--- src/rtl/core/rip_pkg.sv ---
// Shared types and constants of the remote I/O polling master.
// Used by every module under rtl/core; depends on nothing else.
package rip_pkg;

    localparam int MAX_OUT_MODULES_DEF = 8;
    localparam int MAX_IN_MODULES_DEF  = 8;
    localparam int IMAGE_BITS_DEF      = 32;

    // Depths of the event queue and the result queue.
    localparam int EVQ_DEPTH = 2;
    localparam int RESQ_DEPTH = 4;

    // Configuration register indexes.
    localparam logic [2:0] REG_OUT_ENABLE    = 3'd0;
    localparam logic [2:0] REG_IN_ENABLE     = 3'd1;
    localparam logic [2:0] REG_OUT_COUNT     = 3'd2;
    localparam logic [2:0] REG_IN_COUNT      = 3'd3;
    localparam logic [2:0] REG_OUT_IDS       = 3'd4;
    localparam logic [2:0] REG_IN_IDS        = 3'd5;
    localparam logic [2:0] REG_TIMEOUT_TICKS = 3'd6;
    localparam logic [2:0] REG_RETRY_LIMIT   = 3'd7;

    localparam logic [3:0] FRAME_LEN_OUT = 4'd8;
    localparam logic [3:0] FRAME_LEN_IN  = 4'd0;

    localparam logic KIND_SEND   = 1'b0;
    localparam logic KIND_UPDATE = 1'b1;

    typedef enum logic [1:0] {
        OP_TICK      = 2'd0,
        OP_SEND_DONE = 2'd1,
        OP_FRAME     = 2'd2,
        OP_SET_IMAGE = 2'd3
    } t_op;

    typedef enum logic [5:0] {
        PH_ISSUE_OUT  = 6'b000001,
        PH_WSEND_OUT  = 6'b000010,
        PH_WREPLY_OUT = 6'b000100,
        PH_ISSUE_IN   = 6'b001000,
        PH_WSEND_IN   = 6'b010000,
        PH_WREPLY_IN  = 6'b100000
    } t_phase;

    typedef struct packed {
        t_op         op;
        logic [10:0] rx_id;
        logic [31:0] rx_data;
        logic [2:0]  module_select;
        logic [31:0] image_word;
    } t_event;

    typedef struct packed {
        logic        kind;
        logic [7:0]  tx_id;
        logic [3:0]  tx_length;
        logic [31:0] tx_data;
        logic [2:0]  input_module;
        logic [31:0] input_word;
        logic        last;
    } t_result;

    typedef struct packed {
        logic        out_enable;
        logic        in_enable;
        logic [3:0]  out_count;
        logic [3:0]  in_count;
        logic [63:0] out_ids;
        logic [63:0] in_ids;
        logic [15:0] timeout_ticks;
        logic [2:0]  retry_limit;
    } t_cfg;

endpackage

--- src/rtl/core/remote_io_poll_master.sv ---
// Remote I/O polling master: one bus event or image write is taken per cycle
// from push/full while full is low, and send requests and input image updates
// leave through empty/pop. The engine retires one event per clock whenever the
// result queue has two free slots, so the sustained rate is one item per cycle
// as long as the consumer pops one result per cycle; an item that yields two
// results (an input update followed by the next request) needs two pops, which
// the four-entry result queue and the two-entry event queue absorb. With both
// queues empty, an accepted item is held in the event queue and its first
// result is registered into the result queue at the next edge. Configuration
// registers are written through i_cfg_we, i_cfg_index and i_cfg_data and
// should only change while the block is idle.
module remote_io_poll_master
    import rip_pkg::*;
#(
    parameter int MAX_OUT_MODULES = MAX_OUT_MODULES_DEF,
    parameter int MAX_IN_MODULES  = MAX_IN_MODULES_DEF,
    parameter int IMAGE_BITS      = IMAGE_BITS_DEF
)(
    input  logic         i_clk,
    input  logic         i_rst_n,
    input  logic         push,
    output logic         full,
    input  logic [1:0]   i_opcode,
    input  logic [10:0]  i_rx_id,
    input  logic [31:0]  i_rx_data,
    input  logic [2:0]   i_module_select,
    input  logic [31:0]  i_image_word,
    output logic         empty,
    input  logic         pop,
    output logic         o_kind,
    output logic [7:0]   o_tx_id,
    output logic [3:0]   o_tx_length,
    output logic [31:0]  o_tx_data,
    output logic [2:0]   o_input_module,
    output logic [31:0]  o_input_word,
    output logic         o_last,
    input  logic         i_cfg_we,
    input  logic [2:0]   i_cfg_index,
    input  logic [63:0]  i_cfg_data
);

    t_cfg     r_cfg;
    logic     ev_valid, ev_pop, room;
    t_event   ev;
    logic [1:0] wr_count;
    t_result  wr0, wr1, head;

    always_ff @(posedge i_clk) begin
        if (!i_rst_n) begin
            r_cfg.out_enable    <= 1'b1;
            r_cfg.in_enable     <= 1'b1;
            r_cfg.out_count     <= 4'd8;
            r_cfg.in_count      <= 4'd8;
            r_cfg.out_ids       <= '0;
            r_cfg.in_ids        <= '0;
            r_cfg.timeout_ticks <= 16'd20;
            r_cfg.retry_limit   <= 3'd5;
        end else if (i_cfg_we) begin
            case (i_cfg_index)
                REG_OUT_ENABLE:    r_cfg.out_enable    <= i_cfg_data[0];
                REG_IN_ENABLE:     r_cfg.in_enable     <= i_cfg_data[0];
                REG_OUT_COUNT:     r_cfg.out_count     <= i_cfg_data[3:0];
                REG_IN_COUNT:      r_cfg.in_count      <= i_cfg_data[3:0];
                REG_OUT_IDS:       r_cfg.out_ids       <= i_cfg_data;
                REG_IN_IDS:        r_cfg.in_ids        <= i_cfg_data;
                REG_TIMEOUT_TICKS: r_cfg.timeout_ticks <= i_cfg_data[15:0];
                REG_RETRY_LIMIT:   r_cfg.retry_limit   <= i_cfg_data[2:0];
                default: begin
                end
            endcase
        end
    end

    rip_front u_front (
        .i_clk           (i_clk),
        .i_rst_n         (i_rst_n),
        .i_push          (push),
        .i_opcode        (i_opcode),
        .i_rx_id         (i_rx_id),
        .i_rx_data       (i_rx_data),
        .i_module_select (i_module_select),
        .i_image_word    (i_image_word),
        .o_full          (full),
        .o_ev_valid      (ev_valid),
        .o_ev            (ev),
        .i_ev_pop        (ev_pop)
    );

    rip_engine #(
        .MAX_OUT_MODULES (MAX_OUT_MODULES),
        .MAX_IN_MODULES  (MAX_IN_MODULES),
        .IMAGE_BITS      (IMAGE_BITS)
    ) u_engine (
        .i_clk      (i_clk),
        .i_rst_n    (i_rst_n),
        .i_cfg      (r_cfg),
        .i_ev_valid (ev_valid),
        .i_ev       (ev),
        .o_ev_pop   (ev_pop),
        .i_room     (room),
        .o_wr_count (wr_count),
        .o_wr0      (wr0),
        .o_wr1      (wr1)
    );

    rip_res_queue u_res_queue (
        .i_clk      (i_clk),
        .i_rst_n    (i_rst_n),
        .i_wr_count (wr_count),
        .i_wr0      (wr0),
        .i_wr1      (wr1),
        .o_room     (room),
        .o_empty    (empty),
        .o_head     (head),
        .i_pop      (pop)
    );

    assign o_kind         = head.kind;
    assign o_tx_id        = head.tx_id;
    assign o_tx_length    = head.tx_length;
    assign o_tx_data      = head.tx_data;
    assign o_input_module = head.input_module;
    assign o_input_word   = head.input_word;
    assign o_last         = head.last;

endmodule

--- src/rtl/core/rip_front.sv ---
// Front end of the polling master: takes bus events and image writes from the
// input side, decodes the opcode and holds them in a two-entry event queue.
// Depends on rip_pkg.
module rip_front
    import rip_pkg::*;
(
    input  logic         i_clk,
    input  logic         i_rst_n,
    input  logic         i_push,
    input  logic [1:0]   i_opcode,
    input  logic [10:0]  i_rx_id,
    input  logic [31:0]  i_rx_data,
    input  logic [2:0]   i_module_select,
    input  logic [31:0]  i_image_word,
    output logic         o_full,
    output logic         o_ev_valid,
    output t_event       o_ev,
    input  logic         i_ev_pop
);

    localparam int CW = $clog2(EVQ_DEPTH + 1);
    localparam int PW = $clog2(EVQ_DEPTH);

    t_event          r_mem [EVQ_DEPTH];
    logic [PW-1:0]   r_wr_ptr, r_rd_ptr;
    logic [CW-1:0]   r_count;
    logic [PW-1:0]   n_wr_ptr, n_rd_ptr;
    logic [CW-1:0]   n_count;
    logic            wr_en, rd_en;
    t_event          ev_in;

    always_comb begin
        ev_in.op            = t_op'(i_opcode);
        ev_in.rx_id         = i_rx_id;
        ev_in.rx_data       = i_rx_data;
        ev_in.module_select = i_module_select;
        ev_in.image_word    = i_image_word;
    end

    assign o_full     = (r_count == CW'(EVQ_DEPTH));
    assign o_ev_valid = (r_count != '0);
    assign o_ev       = r_mem[r_rd_ptr];
    assign wr_en      = i_push && !o_full;
    assign rd_en      = i_ev_pop && o_ev_valid;

    always_comb begin
        n_wr_ptr = r_wr_ptr;
        n_rd_ptr = r_rd_ptr;
        n_count  = r_count;
        if (wr_en) begin
            n_wr_ptr = (r_wr_ptr == PW'(EVQ_DEPTH - 1)) ? '0 : r_wr_ptr + 1'b1;
        end
        if (rd_en) begin
            n_rd_ptr = (r_rd_ptr == PW'(EVQ_DEPTH - 1)) ? '0 : r_rd_ptr + 1'b1;
        end
        if (wr_en && !rd_en) begin
            n_count = r_count + 1'b1;
        end else if (rd_en && !wr_en) begin
            n_count = r_count - 1'b1;
        end
    end

    always_ff @(posedge i_clk) begin
        if (!i_rst_n) begin
            r_wr_ptr <= '0;
            r_rd_ptr <= '0;
            r_count  <= '0;
        end else begin
            r_wr_ptr <= n_wr_ptr;
            r_rd_ptr <= n_rd_ptr;
            r_count  <= n_count;
        end
    end

    always_ff @(posedge i_clk) begin
        if (wr_en) begin
            r_mem[r_wr_ptr] <= ev_in;
        end
    end

endmodule

--- src/rtl/core/rip_engine.sv ---
// Back end of the polling master: the phase sequencer, retry and timeout
// tracking, and the output image store. Takes one event a cycle while the
// result queue has room, and produces up to two results. Depends on rip_pkg.
module rip_engine
    import rip_pkg::*;
#(
    parameter int MAX_OUT_MODULES = MAX_OUT_MODULES_DEF,
    parameter int MAX_IN_MODULES  = MAX_IN_MODULES_DEF,
    parameter int IMAGE_BITS      = IMAGE_BITS_DEF
)(
    input  logic         i_clk,
    input  logic         i_rst_n,
    input  t_cfg         i_cfg,
    input  logic         i_ev_valid,
    input  t_event       i_ev,
    output logic         o_ev_pop,
    input  logic         i_room,
    output logic [1:0]   o_wr_count,
    output t_result      o_wr0,
    output t_result      o_wr1
);

    t_phase                 r_phase, p1, p2;
    logic [2:0]             r_idx, idx1, idx2;
    logic [2:0]             r_retry, rt1;
    logic [15:0]            r_elapsed, el1;
    logic [IMAGE_BITS-1:0]  r_image [MAX_OUT_MODULES];

    logic        go;
    logic        outp, waitr;
    logic        do_fail, do_adv, upd;
    logic [2:0]  rt_inc;
    logic [3:0]  nx, cnt;
    logic [3:0]  eff_out, eff_in;
    logic [7:0]  reply_id;
    logic        send, send_out;
    logic [31:0] img_rd;
    t_result     res_upd, res_send;

    assign go       = i_ev_valid && i_room;
    assign o_ev_pop = go;

    always_comb begin
        // A count of zero means one module; a count above the maximum is clamped.
        if (i_cfg.out_count == 4'd0) begin
            eff_out = 4'd1;
        end else if (i_cfg.out_count > 4'(MAX_OUT_MODULES)) begin
            eff_out = 4'(MAX_OUT_MODULES);
        end else begin
            eff_out = i_cfg.out_count;
        end
        if (i_cfg.in_count == 4'd0) begin
            eff_in = 4'd1;
        end else if (i_cfg.in_count > 4'(MAX_IN_MODULES)) begin
            eff_in = 4'(MAX_IN_MODULES);
        end else begin
            eff_in = i_cfg.in_count;
        end
    end

    // Event handling: the waiting phases react to ticks, send-done and frames.
    always_comb begin
        p1       = r_phase;
        idx1     = r_idx;
        rt1      = r_retry;
        el1      = r_elapsed;
        do_fail  = 1'b0;
        do_adv   = 1'b0;
        upd      = 1'b0;
        outp     = (r_phase == PH_WREPLY_OUT);
        waitr    = outp || (r_phase == PH_WREPLY_IN);
        reply_id = outp ? i_cfg.out_ids[{r_idx, 3'b000} +: 8]
                        : i_cfg.in_ids[{r_idx, 3'b000} +: 8];
        rt_inc   = r_retry + 3'd1;
        nx       = {1'b0, r_idx} + 4'd1;
        cnt      = outp ? eff_out : eff_in;

        case (i_ev.op)
            OP_TICK: begin
                if (waitr) begin
                    if (r_elapsed != 16'hFFFF) begin
                        el1 = r_elapsed + 16'd1;
                    end
                    do_fail = (el1 >= i_cfg.timeout_ticks);
                end
            end
            OP_SEND_DONE: begin
                if (r_phase == PH_WSEND_OUT) begin
                    p1  = PH_WREPLY_OUT;
                    el1 = '0;
                end else if (r_phase == PH_WSEND_IN) begin
                    p1  = PH_WREPLY_IN;
                    el1 = '0;
                end
            end
            OP_FRAME: begin
                if (waitr) begin
                    if ({5'b00000, i_ev.rx_id[2:0]} == reply_id) begin
                        upd    = !outp;
                        do_adv = 1'b1;
                    end else begin
                        do_fail = 1'b1;
                    end
                end
            end
            default: begin
            end
        endcase

        if (do_fail) begin
            if (rt_inc < i_cfg.retry_limit) begin
                rt1 = rt_inc;
                p1  = outp ? PH_ISSUE_OUT : PH_ISSUE_IN;
            end else begin
                do_adv = 1'b1;
            end
        end

        if (do_adv) begin
            rt1 = '0;
            if (nx < cnt) begin
                idx1 = nx[2:0];
                p1   = outp ? PH_ISSUE_OUT : PH_ISSUE_IN;
            end else begin
                idx1 = '0;
                p1   = outp ? PH_ISSUE_IN : PH_ISSUE_OUT;
            end
        end
    end

    // Request issue: a disabled phase hands over to the other one at module 0.
    always_comb begin
        p2       = p1;
        idx2     = idx1;
        send     = 1'b0;
        send_out = 1'b0;
        case (p1)
            PH_ISSUE_OUT: begin
                if (i_cfg.out_enable) begin
                    send     = 1'b1;
                    send_out = 1'b1;
                    p2       = PH_WSEND_OUT;
                end else if (i_cfg.in_enable) begin
                    idx2 = '0;
                    send = 1'b1;
                    p2   = PH_WSEND_IN;
                end else begin
                    idx2 = '0;
                    p2   = PH_ISSUE_OUT;
                end
            end
            PH_ISSUE_IN: begin
                if (i_cfg.in_enable) begin
                    send = 1'b1;
                    p2   = PH_WSEND_IN;
                end else if (i_cfg.out_enable) begin
                    idx2     = '0;
                    send     = 1'b1;
                    send_out = 1'b1;
                    p2       = PH_WSEND_OUT;
                end else begin
                    idx2 = '0;
                    p2   = PH_ISSUE_IN;
                end
            end
            default: begin
            end
        endcase
    end

    // Image read with the write of this same event forwarded.
    always_comb begin
        img_rd = '0;
        for (int k = 0; k < MAX_OUT_MODULES; k++) begin
            if (idx2 == 3'(k)) begin
                if (i_ev.op == OP_SET_IMAGE && i_ev.module_select == 3'(k)) begin
                    img_rd = 32'(i_ev.image_word[IMAGE_BITS-1:0]);
                end else begin
                    img_rd = 32'(r_image[k]);
                end
            end
        end
    end

    always_comb begin
        res_upd.kind         = KIND_UPDATE;
        res_upd.tx_id        = '0;
        res_upd.tx_length    = FRAME_LEN_IN;
        res_upd.tx_data      = '0;
        res_upd.input_module = r_idx;
        res_upd.input_word   = 32'(i_ev.rx_data[IMAGE_BITS-1:0]);
        res_upd.last         = !send;

        res_send.kind         = KIND_SEND;
        res_send.tx_id        = send_out ? i_cfg.out_ids[{idx2, 3'b000} +: 8]
                                         : i_cfg.in_ids[{idx2, 3'b000} +: 8];
        res_send.tx_length    = send_out ? FRAME_LEN_OUT : FRAME_LEN_IN;
        res_send.tx_data      = send_out ? img_rd : '0;
        res_send.input_module = '0;
        res_send.input_word   = '0;
        res_send.last         = 1'b1;

        o_wr0      = upd ? res_upd : res_send;
        o_wr1      = res_send;
        o_wr_count = go ? (2'(upd) + 2'(send)) : 2'd0;
    end

    always_ff @(posedge i_clk) begin
        if (!i_rst_n) begin
            r_phase   <= PH_ISSUE_OUT;
            r_idx     <= '0;
            r_retry   <= '0;
            r_elapsed <= '0;
        end else if (go) begin
            r_phase   <= p2;
            r_idx     <= idx2;
            r_retry   <= rt1;
            r_elapsed <= el1;
        end
    end

    always_ff @(posedge i_clk) begin
        if (!i_rst_n) begin
            for (int k = 0; k < MAX_OUT_MODULES; k++) begin
                r_image[k] <= (k == 0) ? '1 : '0;
            end
        end else if (go && i_ev.op == OP_SET_IMAGE) begin
            for (int k = 0; k < MAX_OUT_MODULES; k++) begin
                if (i_ev.module_select == 3'(k)) begin
                    r_image[k] <= i_ev.image_word[IMAGE_BITS-1:0];
                end
            end
        end
    end

endmodule

--- src/rtl/core/rip_res_queue.sv ---
// Result queue of the polling master: takes up to two results a cycle from
// the engine and hands them out one at a time. Depends on rip_pkg.
module rip_res_queue
    import rip_pkg::*;
(
    input  logic        i_clk,
    input  logic        i_rst_n,
    input  logic [1:0]  i_wr_count,
    input  t_result     i_wr0,
    input  t_result     i_wr1,
    output logic        o_room,
    output logic        o_empty,
    output t_result     o_head,
    input  logic        i_pop
);

    localparam int CW = $clog2(RESQ_DEPTH + 1);
    localparam int PW = $clog2(RESQ_DEPTH);

    t_result        r_mem [RESQ_DEPTH];
    logic [PW-1:0]  r_wr_ptr, r_rd_ptr;
    logic [CW-1:0]  r_count;
    logic [PW-1:0]  wr_ptr1;
    logic           rd_en;

    // The engine only fires when two slots are free.
    assign o_room  = (r_count <= CW'(RESQ_DEPTH - 2));
    assign o_empty = (r_count == '0);
    assign o_head  = r_mem[r_rd_ptr];
    assign rd_en   = i_pop && !o_empty;
    assign wr_ptr1 = r_wr_ptr + 1'b1;

    always_ff @(posedge i_clk) begin
        if (!i_rst_n) begin
            r_wr_ptr <= '0;
            r_rd_ptr <= '0;
            r_count  <= '0;
        end else begin
            r_wr_ptr <= r_wr_ptr + PW'(i_wr_count);
            r_rd_ptr <= r_rd_ptr + PW'(rd_en);
            r_count  <= r_count + CW'(i_wr_count) - CW'(rd_en);
        end
    end

    always_ff @(posedge i_clk) begin
        if (i_wr_count != 2'd0) begin
            r_mem[r_wr_ptr] <= i_wr0;
        end
        if (i_wr_count == 2'd2) begin
            r_mem[wr_ptr1] <= i_wr1;
        end
    end

endmodule
--- config.mk ---
export PLATFORM = sky130hd
export DESIGN_NAME = remote_io_poll_master
export DESIGN_NICKNAME = d
export VERILOG_FILES = /design/src/rtl/core/rip_pkg.sv /design/src/rtl/core/remote_io_poll_master.sv /design/src/rtl/core/rip_front.sv /design/src/rtl/core/rip_engine.sv /design/src/rtl/core/rip_res_queue.sv
export SDC_FILE = /design/constraint.sdc
export NUM_CORES = 2
export LEC_CHECK = 0
export ABC_AREA = 1
export BUFFER_PORTS_ARGS = -buffer_cell sky130_fd_sc_hd__clkbuf_2
export CORE_MARGIN = 4
export CORE_UTILIZATION = 55
export DETAILED_ROUTE_END_ITERATION = 12
export GPL_TIMING_DRIVEN = 0
export PLACE_DENSITY_LB_ADDON = 0.3
export SETUP_SLACK_MARGIN = 0.05
export SYNTH_ARGS = -nofsm -noshare
export SYNTH_HDL_FRONTEND = slang
export SYNTH_SLANG_ARGS = --single-unit
export TNS_END_PERCENT = 5
--- constraint.sdc ---
create_clock -name i_clk -period 5.97 [get_ports i_clk]
set_input_delay 0.597 -clock i_clk [delete_from_list [all_inputs] [get_ports i_clk]]
set_output_delay 0.597 -clock i_clk [all_outputs]
set_load 0.02 [all_outputs]
==> run metrics <==
Mapped Cells=~4800; Horiz. Die Dim=roughly 280 um; failing checks=design-rule violations; warnings from Yosys=0; leading cell types by count after synthesis=nand2_1 (979), nor2_1 (867), o21ai_0 (672); CTS Sinks=909; Pwr Density=between 400 and 500 mW/mm^2; Register-to-Register Path Depth=27; first-pass GRT wire length=between 200000 and 250000 um; r2r setup slk=around 0.19 ns; final setup fails=0; floorplan row count=100; dpl hpwl=slightly above 90000 um; Post-Place Cells=~6000; TNS Setup=0 ns; Async SR Flop Fraction=0; Crit Path Class=reg -> reg; Total GRT Usage=0.329; CTS max path bufs=3; DR DRC count=1; Worst Hold Depth=1; CTS tree=built; Hold Startpoint=i_rx_data[27]; Starting Density=0.557; gp weighted congestion=around 1.0; CORE AREA=0.0747 sq mm; Critical Path End Type=register; share of the synthesized area in the top cell type=0.407; Leak Pwr=about 19 nW; RSZ-0062 raised after global routing=true; critical path data arrival time=6.32 ns; cell area after synthesis=around 0.042 sq mm; final cell count without fillers=slightly above 6000; maxcap violations=0; vias in the first global route=~35000; pre-CTS setup slack=-2.67 ns; Final Hold Fails=0; Synth area leaders=edfxtp_1 (41%), dfxtp_1 (17%), nand2_1 (8.8%), o21ai_0 (8.1%), nor2_1 (7.8%); I/O pins=between 200 and 250; worst r2r src=u_engine.r_idx[0]; Routed Antenna Nets=0; full die area=approximately 0.080 sq mm; Slew Viols, Final=0; largest net degree at the start of global routing=33; drt total wl=between 100000 and 150000 um; total CTS buffers=between 90 and 100; maximum clock frequency=0.173 GHz; share of cells above drive strength 1=0.132; Via density=6.01; Post-synth EDFFs=around 560; status=finished, violations left; Final period util=0.968; Pre-Repair DR Iteration Count=10; tightest hold margin=between 0.1 and 0.15 ns; Peak supply drop=around 0.33 mV; gr ovfl total=0; Worst-Skew Late Latency=between 0.6 and 0.7 ns; overall die height=roughly 280 um; utilization after layout=0.649; initial detailed-routing violation count=4726; Final Power=between 20 and 25 mW; Setup crit start kind=register; CP Max Fanout=10; Synth-to-Final Area Change=16.7%; Worst-path clk slew=~0.06 ns; Design Area, Final=approximately 0.048 sq mm; fin crit period=5.78 ns; dpl cell area=about 0.044 sq mm; wire per inst=22.2 um; most common cell in the netlist=nand2_1; Slew HR=0.0698; WHS Endpoint=u_front.r_mem[1][62]; initial antenna violation count=6; sequential share of the synthesized area=0.574; Fin Clk Skew=approximately 0.048 ns; Worst-Margin Slew=about 1.4 ns; leading area contributor after synthesis=edfxtp_1; via count=37300; main flop type after synthesis=edfxtp_1; clock tree root driver cell=clkbuf_16; Worst EP required=between 6 and 7 ns; PnR worst setup slack=between 0.15 and 0.2 ns; H-tree Lvls=3; Synth Area per Inst=just under 9 sq um; worst min path class=in -> reg; flops & latches, synth=approximately 910; Distinct cells, synth=53; Buffers on Ports=222; reg2reg end=u_res_queue.r_mem[2][45]; nets@finish=5335
worst max-delay path: stages, from the launching register on:
cell      delay, ns
dfxtp_1        0.32
buf_2          0.25
inv_2          0.33
buf_1          0.62
nand3_1        0.15
nand3_1        0.11
nand3_1        0.17
nand2_1        0.16
nor2_1         0.06
nor2_2         0.15
nand3_4        0.14
nor3_2         0.51
clkbuf_2       0.43
clkbuf_2       0.40
ha_4           0.19
inv_1          0.06
nor2_4         0.16
inv_2          0.07
nor2_2         0.17
inv_2          0.12
nor3_2         0.17
inv_2          0.11
o21ai_2        0.09
clkinv_2       0.11
nor2_2         0.14
inv_2          0.11
buf_4          0.19
nor2_1         0.13
where the power goes:
part	internal, mW	switching (mW)
registers	7.29	0.189
logic	2.21	6.73
clock network	3.43	2.57
total	12.9	9.49
sequential cells by signal (all words and copies together), names as in the netlist, named ones only:
signal,cells
u_res_queue.r_mem,312
u_engine.r_image,256
r_cfg,157
u_front.r_mem,144
u_engine.r_elapsed,16
u_engine.r_phase,6
u_engine.r_idx,3
u_engine.r_retry,3
u_res_queue.r_count,3
u_front.r_count,2
u_res_queue.r_rd_ptr,2
u_res_queue.r_wr_ptr,2
u_front.r_rd_ptr,1
u_front.r_wr_ptr,1
cells in the final DEF (no fill, tap or decap), types with 8 or more instances in the layout:
cell / netlist / layout
clkbuf_16: 0 / 95
nor2_4: 3 / 14
clkbuf_1: 226 / 210
nor2_1: 867 / 848
buf_2: 31 / 17
edfxtp_1: 564 / 564
buf_12: 0 / 8
mux2i_1: 33 / 33
o211ai_1: 129 / 129
nor3_2: 0 / 10
xor2_1: 9 / 9
nand2_2: 9 / 35
buf_6: 8 / 13
clkbuf_2: 0 / 244
clkbuf_4: 0 / 16
nand3_1: 191 / 189
ha_1: 31 / 29
nor3_1: 32 / 18
dfxtp_1: 345 / 343
inv_4: 3 / 11
a22oi_1: 16 / 15
nand2_4: 5 / 15
clkbuf_8: 0 / 20
nor2_2: 6 / 14
nand2_1: 979 / 944
nand4_1: 14 / 14
clkinv_1: 17 / 13
buf_1: 31 / 28
o211ai_2: 8 / 8
o21ai_0: 672 / 665
a21oi_1: 175 / 170
o22ai_1: 78 / 78
inv_2: 6 / 15
inv_1: 225 / 211
buf_4: 11 / 62
clkinv_2: 0 / 21
logic make-up (layout without fill, tap and decap cells):
family / after synthesis / in the layout / share of synthesized area
buf+inv: 559 / 1010 / 0.0541
flops: 909 / 909 / 0.574
simple gates: 2115 / 2123 / 0.203
compound gates: 1105 / 1105 / 0.148
mux: 35 / 35 / 0.00849
other cells: 1 / 6 / 0.0000902
xor+xnor: 14 / 14 / 0.00295
fa+ha+maj: 32 / 32 / 0.00981
per-layer routing:
metal	track usage	vias to the layer above	wire, um
met3	0.0800	502	17000
li1	-	17000	-
met4	0.158	4	7580
met2	0.521	2519	62300
met1	0.427	17300	51000
met5	0	-	27
what timing repair did:
action,in CTS,in global routing
gates resized for setup,110,150
setup endpoints to repair,478,478
buffers inserted,27,17
pin swaps,11,21
cloned,8,0
hold buffers,0,0
final cells by class:
class	count	area (sq um)
Sequential cell	909	23800
Clock inverter	41	477
Inverter	252	1000
Antenna cell	3	7.51
Fill cell	6051	26200
Multi-Input combinational cell	3312	16100
Buffer	307	1460
Clock buffer	136	2720
Tap cell	969	1210
Timing Repair Buffer	274	1670
how the worst max path moves through the flow:
stage	start	cells after the start	slack, ns	end
6_report	u_engine.r_idx[0]	27	0.19	u_res_queue.r_mem[2][45]
2_1_floorplan	u_engine.r_elapsed[0]	37	-0.01	u_res_queue.r_mem[3][10]
3_3_place_gp	u_engine.r_elapsed[0]	37	-2.50	u_res_queue.r_mem[0][12]
5_1_grt	u_engine.r_elapsed[2]	38	-0.13	u_res_queue.r_mem[2][44]
3_5_place_dp	u_engine.r_elapsed[0]	37	-2.67	u_res_queue.r_mem[0][26]
4_1_cts	u_engine.r_elapsed[1]	40	-0.03	u_res_queue.r_mem[0][66]
Power figures use the tool's default switching activity.
